--- config.mk ---
export PLATFORM = sky130hd
export DESIGN_NAME = masked_mean_complex_amplitude
export DESIGN_NICKNAME = d
export VERILOG_FILES = /design/src/hw/rtl/mmca_pkg.sv /design/src/hw/rtl/masked_mean_complex_amplitude.sv /design/src/hw/rtl/mmca_sqrt.sv /design/src/hw/rtl/mmca_div.sv
export SDC_FILE = /design/constraint.sdc
export NUM_CORES = 2
export LEC_CHECK = 0
export BUFFER_PORTS_ARGS = -buffer_cell sky130_fd_sc_hd__buf_2
export CAP_MARGIN = 20
export CORE_ASPECT_RATIO = 1.1
export CORE_MARGIN = 2
export CORE_UTILIZATION = 35
export CTS_CLUSTER_DIAMETER = 60
export CTS_CLUSTER_SIZE = 30
export DETAILED_ROUTE_END_ITERATION = 8
export HOLD_SLACK_MARGIN = 0.06
export PLACE_DENSITY = 0.51
export SYNTH_ARGS = -nofsm -noshare
export SYNTH_HDL_FRONTEND = slang
export SYNTH_SLANG_ARGS = --single-unit
export TNS_END_PERCENT = 50
--- constraint.sdc ---
create_clock -name clk -period 15.62 [get_ports clk]
set_input_delay 2.343 -clock clk [delete_from_list [all_inputs] [get_ports clk]]
set_output_delay 2.343 -clock clk [all_outputs]
set_load 0.01 [all_outputs]
--- src/hw/rtl/mmca_pkg.sv ---
// Shared constants, types and state encoding for the masked mean amplitude block.
`timescale 1ns / 1ps
`default_nettype none
package mmca_pkg;

  localparam int DEF_FRAC_BITS   = 8;
  localparam int DEF_COUNT_WIDTH = 32;

  localparam int COMP_W    = 16;  // raw component width
  localparam int MAG2_W    = 32;  // exact squared magnitude
  localparam int THR_W     = 32;
  localparam int SUM_W     = 56;  // amplitude accumulator
  localparam int MEAN_W    = 24;  // mean amplitude field
  localparam int OUT_CNT_W = 32;  // count fields of the result
  localparam int IN_DATA_W  = 32;
  localparam int OUT_DATA_W = 88;

  localparam int CFG_ADDR_W = 2;
  localparam int CFG_DATA_W = 32;

  localparam logic [CFG_ADDR_W-1:0] CFG_BYTE_SWAP   = 2'd0;
  localparam logic [CFG_ADDR_W-1:0] CFG_MASK_ENABLE = 2'd1;
  localparam logic [CFG_ADDR_W-1:0] CFG_AMP2_THRESH = 2'd2;

  typedef enum logic [2:0] {
    S_IDLE,
    S_SQ_RE,
    S_SQ_IM,
    S_CMP,
    S_ROOT,
    S_DIVGO,
    S_DIV,
    S_OUT
  } mmca_state_t;

  // Status of an iterative arithmetic unit
  typedef struct packed {
    logic busy;
    logic done;
  } mmca_unit_sts_t;

endpackage
`default_nettype wire

--- src/hw/rtl/masked_mean_complex_amplitude.sv ---
// Masked mean amplitude of complex pixels: sequencer, accumulators and output register.
//
// Usage:
//   in_*  : one complex pixel per transaction. in_tdata = {imag_raw, real_raw},
//           in_tuser = masked, in_tlast marks the final pixel of an image.
//   out_* : one result per image, sent after the pixel with in_tlast.
//   cfg_* : register writes (byte_swap, mask_enable, mag2 threshold), only while idle.
// Flow: one pixel at a time. A masked or at-or-below-threshold pixel passes through
//   S_SQ_RE, S_SQ_IM and S_CMP; a counted pixel then waits in S_ROOT for the
//   bit-per-cycle square root, which yields one root bit per cycle.
// The last pixel adds a mean stage: S_DIVGO, the 24-step restoring divider in S_DIV
//   when at least one pixel counted and the mean does not saturate, and S_OUT.
// The result sits in an output register; in_tready returns as soon as the result is
//   loaded, so the next image proceeds while the receiver stalls. A further last pixel
//   waits until the previous result has been taken.
// Reset (rst_n low, synchronous) clears the state, config, sums and counts, and drops
//   any pending result.
`timescale 1ns / 1ps
`default_nettype none
module masked_mean_complex_amplitude #(
  parameter int FRAC_BITS   = mmca_pkg::DEF_FRAC_BITS,
  parameter int COUNT_WIDTH = mmca_pkg::DEF_COUNT_WIDTH
) (
  input  wire logic                              clk,
  input  wire logic                              rst_n,
  // fields from bit 0: real_raw[15:0], imag_raw[31:16]
  input  wire logic [mmca_pkg::IN_DATA_W-1:0]    in_tdata,
  // fields from bit 0: masked
  input  wire logic                              in_tuser,
  input  wire logic                              in_tlast,
  input  wire logic                              in_tvalid,
  output logic                                   in_tready,
  // fields from bit 0: mean_amplitude[23:0], nonzero_count[55:24], zero_count[87:56]
  output logic [mmca_pkg::OUT_DATA_W-1:0]        out_tdata,
  output logic                                   out_tvalid,
  input  wire logic                              out_tready,
  input  wire logic                              cfg_we,
  input  wire logic [mmca_pkg::CFG_ADDR_W-1:0]   cfg_addr,
  input  wire logic [mmca_pkg::CFG_DATA_W-1:0]   cfg_wdata
);

  localparam int RW    = mmca_pkg::COMP_W + FRAC_BITS;  // root width
  localparam int HI_W  = mmca_pkg::SUM_W - mmca_pkg::MEAN_W;
  localparam int CMP_W = (HI_W > COUNT_WIDTH) ? HI_W : COUNT_WIDTH;
  localparam int OCW   = mmca_pkg::OUT_CNT_W;

  mmca_pkg::mmca_state_t state_r, state_nxt;

  // configuration
  logic                          byte_swap_r;
  logic                          mask_enable_r;
  logic [mmca_pkg::THR_W-1:0]    thr_r;

  // pixel holding registers
  logic signed [mmca_pkg::COMP_W-1:0] re_r, im_r;
  logic                               skip_r;
  logic                               last_r;
  logic [mmca_pkg::MAG2_W-1:0]        mag2_r;

  // accumulators
  logic [mmca_pkg::SUM_W-1:0] sum_r;
  logic [COUNT_WIDTH-1:0]     pcount_r;
  logic [COUNT_WIDTH-1:0]     ecount_r;

  logic [mmca_pkg::MEAN_W-1:0]     mean_r;
  logic [mmca_pkg::OUT_DATA_W-1:0] out_data_r;
  logic                            out_valid_r;

  // sequencer outputs
  logic mul_im;
  logic sqrt_start;
  logic div_start;
  logic bump_empty;
  logic acc_en;
  logic load_out;

  logic [mmca_pkg::COMP_W-1:0] re_sw, im_sw;
  logic signed [mmca_pkg::COMP_W-1:0]   mul_op;
  logic signed [2*mmca_pkg::COMP_W-1:0] prod;
  logic        count_empty;
  logic        pcount_full;
  logic        mean_sat;
  logic        out_free;
  logic [RW-1:0]                   amp;
  logic [mmca_pkg::SUM_W:0]        sum_add;
  logic [mmca_pkg::MEAN_W-1:0]     quot;
  logic [OCW-1:0]                  nz_out, z_out;
  mmca_pkg::mmca_unit_sts_t        sqrt_sts, div_sts;

  // ---------------------------------------------------------------- config
  always_ff @(posedge clk) begin
    if (!rst_n) begin
      byte_swap_r   <= 1'b0;
      mask_enable_r <= 1'b0;
      thr_r         <= '0;
    end else if (cfg_we) begin
      unique case (cfg_addr)
        mmca_pkg::CFG_BYTE_SWAP:   byte_swap_r   <= cfg_wdata[0];
        mmca_pkg::CFG_MASK_ENABLE: mask_enable_r <= cfg_wdata[0];
        mmca_pkg::CFG_AMP2_THRESH: thr_r         <= cfg_wdata[mmca_pkg::THR_W-1:0];
        default: ;
      endcase
    end
  end

  // ---------------------------------------------------------------- datapath
  assign re_sw = byte_swap_r ? {in_tdata[7:0], in_tdata[15:8]} : in_tdata[15:0];
  assign im_sw = byte_swap_r ? {in_tdata[23:16], in_tdata[31:24]} : in_tdata[31:16];

  // one squarer, shared between the two components
  assign mul_op = mul_im ? im_r : re_r;
  assign prod   = mul_op * mul_op;

  assign count_empty = skip_r || (mag2_r <= thr_r);
  assign pcount_full = &pcount_r;
  assign mean_sat    = CMP_W'(sum_r[mmca_pkg::SUM_W-1:mmca_pkg::MEAN_W]) >=
                       CMP_W'(pcount_r);
  assign out_free    = !out_valid_r || out_tready;
  assign sum_add     = {1'b0, sum_r} + (mmca_pkg::SUM_W + 1)'(amp);

  generate
    if (COUNT_WIDTH > OCW) begin : g_cnt_sat
      assign nz_out = (|pcount_r[COUNT_WIDTH-1:OCW]) ? '1 : pcount_r[OCW-1:0];
      assign z_out  = (|ecount_r[COUNT_WIDTH-1:OCW]) ? '1 : ecount_r[OCW-1:0];
    end else begin : g_cnt_ext
      assign nz_out = OCW'(pcount_r);
      assign z_out  = OCW'(ecount_r);
    end
  endgenerate

  always_ff @(posedge clk) begin
    if (in_tvalid && in_tready) begin
      re_r   <= re_sw;
      im_r   <= im_sw;
      skip_r <= mask_enable_r && in_tuser;
      last_r <= in_tlast;
    end
    if (state_r == mmca_pkg::S_SQ_RE) begin
      mag2_r <= $unsigned(prod);
    end else if (state_r == mmca_pkg::S_SQ_IM) begin
      mag2_r <= mag2_r + $unsigned(prod);
    end
    if (state_r == mmca_pkg::S_DIVGO) begin
      mean_r <= (pcount_r == '0) ? '0 : '1;
    end else if (div_sts.done) begin
      mean_r <= quot;
    end
  end

  always_ff @(posedge clk) begin
    if (!rst_n) begin
      sum_r    <= '0;
      pcount_r <= '0;
      ecount_r <= '0;
    end else if (load_out) begin
      sum_r    <= '0;
      pcount_r <= '0;
      ecount_r <= '0;
    end else begin
      if (bump_empty && !(&ecount_r)) begin
        ecount_r <= ecount_r + 1'b1;
      end
      if (acc_en) begin
        sum_r    <= sum_add[mmca_pkg::SUM_W] ? '1 : sum_add[mmca_pkg::SUM_W-1:0];
        pcount_r <= pcount_r + 1'b1;
      end
    end
  end

  always_ff @(posedge clk) begin
    if (load_out) begin
      out_data_r <= {z_out, nz_out, mean_r};
    end
    if (!rst_n) begin
      out_valid_r <= 1'b0;
    end else if (load_out) begin
      out_valid_r <= 1'b1;
    end else if (out_tready) begin
      out_valid_r <= 1'b0;
    end
  end

  assign out_tdata  = out_data_r;
  assign out_tvalid = out_valid_r;

  // ---------------------------------------------------------------- units
  mmca_sqrt #(
    .RW (RW)
  ) u_sqrt (
    .clk   (clk),
    .rst_n (rst_n),
    .start (sqrt_start),
    .x     ({mag2_r, {(RW - mmca_pkg::MAG2_W / 2) * 2{1'b0}}}),
    .root  (amp),
    .sts   (sqrt_sts)
  );

  mmca_div #(
    .NW (COUNT_WIDTH),
    .QW (mmca_pkg::MEAN_W),
    .DW (mmca_pkg::SUM_W)
  ) u_div (
    .clk      (clk),
    .rst_n    (rst_n),
    .start    (div_start),
    .dividend (sum_r),
    .divisor  (pcount_r),
    .quot     (quot),
    .sts      (div_sts)
  );

  // ---------------------------------------------------------------- sequencer
  always_ff @(posedge clk) begin
    if (!rst_n) begin
      state_r <= mmca_pkg::S_IDLE;
    end else begin
      state_r <= state_nxt;
    end
  end

  always_comb begin
    state_nxt = state_r;
    unique case (state_r)
      mmca_pkg::S_IDLE: begin
        if (in_tvalid) state_nxt = mmca_pkg::S_SQ_RE;
      end
      mmca_pkg::S_SQ_RE: state_nxt = mmca_pkg::S_SQ_IM;
      mmca_pkg::S_SQ_IM: state_nxt = mmca_pkg::S_CMP;
      mmca_pkg::S_CMP: begin
        if (count_empty || pcount_full) begin
          state_nxt = last_r ? mmca_pkg::S_DIVGO : mmca_pkg::S_IDLE;
        end else begin
          state_nxt = mmca_pkg::S_ROOT;
        end
      end
      mmca_pkg::S_ROOT: begin
        if (sqrt_sts.done) state_nxt = last_r ? mmca_pkg::S_DIVGO : mmca_pkg::S_IDLE;
      end
      mmca_pkg::S_DIVGO: begin
        // no counted pixel or an oversized mean skips the divider
        if (pcount_r == '0 || mean_sat) begin
          state_nxt = mmca_pkg::S_OUT;
        end else begin
          state_nxt = mmca_pkg::S_DIV;
        end
      end
      mmca_pkg::S_DIV: begin
        if (div_sts.done) state_nxt = mmca_pkg::S_OUT;
      end
      mmca_pkg::S_OUT: begin
        if (out_free) state_nxt = mmca_pkg::S_IDLE;
      end
      default: state_nxt = mmca_pkg::S_IDLE;
    endcase
  end

  always_comb begin
    in_tready  = 1'b0;
    mul_im     = 1'b0;
    sqrt_start = 1'b0;
    div_start  = 1'b0;
    bump_empty = 1'b0;
    acc_en     = 1'b0;
    load_out   = 1'b0;
    unique case (state_r)
      mmca_pkg::S_IDLE:  in_tready = 1'b1;
      mmca_pkg::S_SQ_RE: mul_im = 1'b0;
      mmca_pkg::S_SQ_IM: mul_im = 1'b1;
      mmca_pkg::S_CMP: begin
        bump_empty = count_empty;
        sqrt_start = !count_empty && !pcount_full;
      end
      mmca_pkg::S_ROOT:  acc_en = sqrt_sts.done;
      mmca_pkg::S_DIVGO: div_start = (pcount_r != '0) && !mean_sat;
      mmca_pkg::S_DIV:   ;
      mmca_pkg::S_OUT:   load_out = out_free;
      default: ;
    endcase
  end

  // ---------------------------------------------------------------- checks
  a_sqrt_idle_on_start: assert property (@(posedge clk) disable iff (!rst_n)
    sqrt_start |-> !sqrt_sts.busy)
    else $error("square root restarted while busy");

  a_div_done_in_div: assert property (@(posedge clk) disable iff (!rst_n)
    div_sts.done |-> state_r == mmca_pkg::S_DIV)
    else $error("divider finished outside the mean stage");

  a_root_done_in_root: assert property (@(posedge clk) disable iff (!rst_n)
    sqrt_sts.done |-> state_r == mmca_pkg::S_ROOT)
    else $error("square root finished outside the root stage");

  a_clear_after_load: assert property (@(posedge clk) disable iff (!rst_n)
    load_out |=> (pcount_r == '0) && (ecount_r == '0) && (sum_r == '0) && out_valid_r)
    else $error("accumulators not cleared after result load");

  a_no_load_over_pending: assert property (@(posedge clk) disable iff (!rst_n)
    load_out |-> (!out_valid_r || out_tready))
    else $error("result overwritten before it was taken");

endmodule
`default_nettype wire

--- src/hw/rtl/mmca_sqrt.sv ---
// Bit-per-cycle integer square root of a 2*RW-bit value, rounded down.
`timescale 1ns / 1ps
`default_nettype none
module mmca_sqrt #(
  parameter int RW = 24
) (
  input  wire logic                   clk,
  input  wire logic                   rst_n,
  input  wire logic                   start,
  input  wire logic [2*RW-1:0]        x,
  output logic      [RW-1:0]          root,
  output mmca_pkg::mmca_unit_sts_t    sts
);

  localparam int CW = $clog2(RW);

  logic [2*RW-1:0] x_r, x_nxt;
  logic [RW:0]     rem_r, rem_nxt;
  logic [RW-1:0]   root_r, root_nxt;
  logic [CW-1:0]   cnt_r, cnt_nxt;
  logic            busy_r, busy_nxt;
  logic            done_r, done_nxt;

  logic [RW+1:0] rem_sh;
  logic [RW+1:0] trial;
  logic [RW+1:0] diff;
  logic          ge;

  // Bring down the next two radicand bits and try root*4+1
  assign rem_sh = {rem_r[RW-1:0], x_r[2*RW-1 -: 2]};
  assign trial  = {root_r, 2'b01};
  assign ge     = rem_sh >= trial;
  assign diff   = rem_sh - trial;

  always_comb begin
    x_nxt    = x_r;
    rem_nxt  = rem_r;
    root_nxt = root_r;
    cnt_nxt  = cnt_r;
    busy_nxt = busy_r;
    done_nxt = 1'b0;
    if (start) begin
      x_nxt    = x;
      rem_nxt  = '0;
      root_nxt = '0;
      cnt_nxt  = CW'(RW - 1);
      busy_nxt = 1'b1;
    end else if (busy_r) begin
      x_nxt    = {x_r[2*RW-3:0], 2'b00};
      rem_nxt  = ge ? diff[RW:0] : rem_sh[RW:0];
      root_nxt = {root_r[RW-2:0], ge};
      cnt_nxt  = cnt_r - 1'b1;
      if (cnt_r == '0) begin
        busy_nxt = 1'b0;
        done_nxt = 1'b1;
      end
    end
  end

  always_ff @(posedge clk) begin
    x_r    <= x_nxt;
    rem_r  <= rem_nxt;
    root_r <= root_nxt;
    cnt_r  <= cnt_nxt;
    if (!rst_n) begin
      busy_r <= 1'b0;
      done_r <= 1'b0;
    end else begin
      busy_r <= busy_nxt;
      done_r <= done_nxt;
    end
  end

  assign root     = root_r;
  assign sts.busy = busy_r;
  assign sts.done = done_r;

endmodule
`default_nettype wire

--- src/hw/rtl/mmca_div.sv ---
// Restoring divider: QW quotient bits of a DW-bit dividend by an NW-bit divisor, one per cycle.
`timescale 1ns / 1ps
`default_nettype none
module mmca_div #(
  parameter int NW = 32,
  parameter int QW = 24,
  parameter int DW = 56
) (
  input  wire logic                   clk,
  input  wire logic                   rst_n,
  input  wire logic                   start,
  input  wire logic [DW-1:0]          dividend,
  input  wire logic [NW-1:0]          divisor,
  output logic      [QW-1:0]          quot,
  output mmca_pkg::mmca_unit_sts_t    sts
);

  localparam int CW = $clog2(QW);

  logic [NW-1:0] rem_r, rem_nxt;
  logic [QW-1:0] lo_r, lo_nxt;
  logic [NW-1:0] d_r, d_nxt;
  logic [CW-1:0] cnt_r, cnt_nxt;
  logic          busy_r, busy_nxt;
  logic          done_r, done_nxt;

  logic [NW:0] t;
  logic [NW:0] diff;
  logic        ge;

  // The caller guarantees dividend / 2^QW < divisor, so the high part fits NW bits
  assign t    = {rem_r, lo_r[QW-1]};
  assign ge   = t >= {1'b0, d_r};
  assign diff = t - {1'b0, d_r};

  always_comb begin
    rem_nxt  = rem_r;
    lo_nxt   = lo_r;
    d_nxt    = d_r;
    cnt_nxt  = cnt_r;
    busy_nxt = busy_r;
    done_nxt = 1'b0;
    if (start) begin
      rem_nxt  = NW'(dividend >> QW);
      lo_nxt   = dividend[QW-1:0];
      d_nxt    = divisor;
      cnt_nxt  = CW'(QW - 1);
      busy_nxt = 1'b1;
    end else if (busy_r) begin
      rem_nxt = ge ? diff[NW-1:0] : t[NW-1:0];
      lo_nxt  = {lo_r[QW-2:0], ge};
      cnt_nxt = cnt_r - 1'b1;
      if (cnt_r == '0) begin
        busy_nxt = 1'b0;
        done_nxt = 1'b1;
      end
    end
  end

  always_ff @(posedge clk) begin
    rem_r <= rem_nxt;
    lo_r  <= lo_nxt;
    d_r   <= d_nxt;
    cnt_r <= cnt_nxt;
    if (!rst_n) begin
      busy_r <= 1'b0;
      done_r <= 1'b0;
    end else begin
      busy_r <= busy_nxt;
      done_r <= done_nxt;
    end
  end

  assign quot     = lo_r;
  assign sts.busy = busy_r;
  assign sts.done = done_r;

endmodule
`default_nettype wire
==> summary by stage <==
Run status
The run finished with clean final reports.

Detailed routing
After detailed routing, the average wire length per cell comes to 16.8 µm. The vias after detailed routing is 26.3k. The iteration count of the initial detailed-routing pass is 5. The number of violations reported at the end of detailed-routing iteration 0 is 1521.

The detailed-route DRC error count is 0. The average vias per placed instance is 4.95. The detail route stage leaves a number of antenna-violating nets equal to 0. The wire length after detailed routing is 89100 µm.

Placed design
After legalization and detailed placement, the total HPWL measured 69400 µm. The congestion estimate from routability-driven global placement came to 0.863. In this run the tool buffered the top-level ports with 162 buffer cells.

Global route
The global-route usage over all layers is 0.166. Summed over all layers, the global routing overflow is 0. The first global-routing pass estimated 143000 µm of wire. The maximum number of pins on one net before global-route repair is 81.

The number of global-route vias before repair is 26.0k. The number of antenna violations at the first check in global routing is 1.

Critical path
The total stage count of the critical path is 36. STA puts the critical path data required time at 16.00 ns. The family with the most delay on the worst path is adder cells. For the worst flop-to-flop path, the logic depth is 36. Data on the critical path arrives at its endpoint at 11.00 ns. The element type at the critical path end is a register.

The critical-path cell with the highest stage delay is sky130_fd_sc_hd__mux2i_1. The buffer and inverter count on the worst path is 7. The worst setup path is launched from a register. The maximum fanout encountered on the critical timing path is 18. The peak per-stage delay on the critical path is 0.68 ns. The critical path start-end classification is reg2reg.

Synthesis
Synthesis handed over a netlist of 3750 instances. Of the total synthesized cell area, the portion taken by AND, OR, NAND and NOR gates is 0.130. The number of nets in the synthesized netlist is 4331. The number of warnings issued by yosys is 0. The post-synthesis compound-gate area fraction came to 0.128. The sequential area share after synthesis is 0.368. The multiplexer share of the synthesized area is 0.0428.

The count of distinct cell types in the synthesized netlist is 76. The XOR/XNOR share of the synthesized area is 0.0424. The flip-flop and latch count after synthesis is 518. Counting flops with an async set or reset pin after synthesis yields a share of 0. The total standard cell area after synthesis is 36300 µm². Of the total synthesized cell area, the portion taken by full adders, half adders and majority gates is 0.224. Counting flops with a built-in enable in the synthesized netlist gives 298. The synthesized area per cell is 9.69 µm². By area, the combinational part of the netlist is dominated by adder cells. Among all flip-flop cells after synthesis, the most frequent one is sky130_fd_sc_hd__edfxtp_1.

Clocking
The CTS sink count is 518. The number of buffers added by the clock tree synthesis step is 56. Once the clock tree was built, the setup fixing pass inserted 0 buffers. In this run, post-CTS hold repair placed 0 buffers. After clock tree synthesis, the clock-pin slew on the worst setup and hold paths is 0.09 ns. The clock root buffer master is sky130_fd_sc_hd__clkbuf_16. The clock tree from TritonCTS is built.

In this run the number of H-tree levels came out at 2. After clock tree synthesis, the repair step resized 0 gates. The insertion delay to the later sink of the worst-skew pair is 0.68 ns. The clock passes through at most 3 buffers.

Cells and area
The ratio of cells with drive above 1 in the final layout is 0.111. The top cell types in the final layout, fill and taps aside, are sky130_fd_sc_hd__inv_1, sky130_fd_sc_hd__nor2_1, sky130_fd_sc_hd__nand2_1, sky130_fd_sc_hd__edfxtp_1, sky130_fd_sc_hd__ha_1. The area taken by flip-flops and latches is 13400 µm².

The fill cell instance count of the final layout is 10.3k. 0 antenna diodes ended up in the layout. The most frequent standard cell in the layout excluding fill and tap cells is sky130_fd_sc_hd__inv_1. The multi-input combinational cells in the finished layout cover a total of 20700 µm². The post-synthesis to final-layout area growth is 12.3%. The net count reported at finish is 4465.

STA
The number of max-slew violations in the final report was 0. The final sum of negative setup slack is 0 ns. Setup repair after global routing left no endpoint under its margin. The maximum achievable frequency is 94.1 MHz.

The post-route clock skew is 0.0498 ns. Measured against its own limit, the worst slew margin works out to 0.323. For the pin with the worst max-slew slack, the measured transition is 1.01 ns.

The total count of hold-check failures in the final report is 0. The total of endpoints with negative setup slack in the final report is 0. The final critical path time including I/O delays and setup is 10.63 ns. The final clock period utilization by the worst path is 0.680.

Worst hold path
The hold-critical path depth is 0. The worst hold path belongs to the class reg2reg.

Die
The initial standard-cell utilization of the core is 0.354. 163 I/O pins were placed. In this run the vertical extent of the chip is 342 µm. The die covers 106000 µm². The core footprint is 103000 µm².

The row count is 123. The width of the die is 311 µm.

Run
The number of max-cap violations is 0.
routing by layer:
| metal | share of wire | up-vias | track usage | wire (µm) |
|---|---|---|---|---|
| li1 | - | 13148 | - | - |
| met3 | 0.041 | 99 | 0.0231 | 3700 |
| met1 | 0.48 | 12524 | 0.234 | 43200 |
| met2 | 0.45 | 482 | 0.272 | 40500 |
| met4 | 0.019 | 0 | 0.0370 | 1690 |
| met5 | 0 | - | 0 | 0 |
synth_stat cells (6+ instances only):
master                     number  area (µm²)
sky130_fd_sc_hd__a31o_2         8        70.1
sky130_fd_sc_hd__nor4_1        18         113
sky130_fd_sc_hd__edfxtp_1     298        8950
sky130_fd_sc_hd__a21o_1        80         601
sky130_fd_sc_hd__mux2i_1       43         430
sky130_fd_sc_hd__nand4_1       41         257
sky130_fd_sc_hd__o31ai_1        9        67.6
sky130_fd_sc_hd__and3_1        34         213
sky130_fd_sc_hd__o21ai_0      141         706
sky130_fd_sc_hd__nor2b_1       20         125
sky130_fd_sc_hd__and4_1         9        78.8
sky130_fd_sc_hd__a311oi_1      11        96.3
sky130_fd_sc_hd__or4_1          9        67.6
sky130_fd_sc_hd__clkbuf_1      99         372
sky130_fd_sc_hd__a31oi_1       26         163
sky130_fd_sc_hd__inv_1        503        1890
sky130_fd_sc_hd__nand3_1       59         295
sky130_fd_sc_hd__nor2_1       372        1400
sky130_fd_sc_hd__nand2b_1      28         175
sky130_fd_sc_hd__nand2_1      312        1170
sky130_fd_sc_hd__or3_1         25         156
sky130_fd_sc_hd__and2_1        18         113
sky130_fd_sc_hd__nor3b_1        7        52.6
sky130_fd_sc_hd__xnor2_1      128        1120
sky130_fd_sc_hd__nor4b_1        8        70.1
sky130_fd_sc_hd__nor3_1        53         265
sky130_fd_sc_hd__dfxtp_1      220        4400
sky130_fd_sc_hd__o21ai_1        6        30.0
sky130_fd_sc_hd__o21bai_1      19         143
sky130_fd_sc_hd__buf_1         11        41.3
sky130_fd_sc_hd__ha_1         269        3370
sky130_fd_sc_hd__a21oi_1      267        1340
sky130_fd_sc_hd__o31a_1        11        96.3
sky130_fd_sc_hd__or2_2          8        50.1
sky130_fd_sc_hd__xor2_1        48         420
sky130_fd_sc_hd__o211ai_1      20         150
sky130_fd_sc_hd__o21a_1        42         315
sky130_fd_sc_hd__mux2_2       100        1130
sky130_fd_sc_hd__fa_1         239        4780
sky130_fd_sc_hd__a211oi_1      54         405
final cells by class:
type                       count  share of cell area
clock buffer                  60              0.0352
clock inverter                46              0.0153
inverter                     507              0.0466
multi-input combinational   2609               0.508
sequential                   518               0.327
tap                         1375              0.0422
timing repair buffer         192              0.0254
path summary, 6_finish.rpt:
check	slack, ns	to	startpoint
worst max register to register	4.99	mag2_r[31]$_DFFE_PP_	state_r[1]$_SDFFE_PN0P_
worst min register to register	0.42	out_tdata[3]$_DFFE_PP_	mean_r[3]$_DFFE_PP_
worst max-delay path	4.99	mag2_r[31]$_DFFE_PP_	state_r[1]$_SDFFE_PN0P_
worst min-delay path	0.42	out_tdata[3]$_DFFE_PP_	mean_r[3]$_DFFE_PP_
sequential cells by signal (all words and copies together) (netlist names), 3 cells and up:
register	flops
u_div.cnt_r	5
u_div.quot	24
re_r	16
u_div.rem_r	32
mean_r	24
im_r	16
state_r	3
thr_r	32
out_tdata	88
mag2_r	32
u_sqrt.rem_r	24
sum_r	56
u_sqrt.root	24
u_sqrt.cnt_r	5
u_div.d_r	32
ecount_r	32
nz_out	32
u_sqrt.x_r	32
stage by stage:
| step | std cells | util | setup slack, ns | cell area, µm² | hold slack [ns] |
|---|---|---|---|---|---|
| after floorplan | 3750 | - | 6.56 | 36300 | 0.400 |
| after global placement | 5201 | 0.377 | 5.35 | 38700 | 0.406 |
| after detailed placement | 5201 | 0.377 | 5.06 | 38700 | 0.405 |
| after CTS | 5307 | 0.397 | 4.98 | 40800 | 0.427 |
| after global routing | 5307 | 0.397 | 4.03 | 40800 | 0.429 |
| final | 5307 | 0.397 | 4.99 | 40800 | 0.424 |
logic make-up (layout without fill, tap and decap cells):
kind of cell,count (synthesis),count (layout)
muxes,143,143
adders and majority gates,508,508
and+or+nand+nor,1033,1033
AOI/OAI and AO/OA,749,749
buffers and inverters,623,805
DFF,518,518
xor gates and xnor gates,176,176
Power is not shown: default switching activity piles up to over one toggle a cycle in this logic, so the estimate is an artifact.
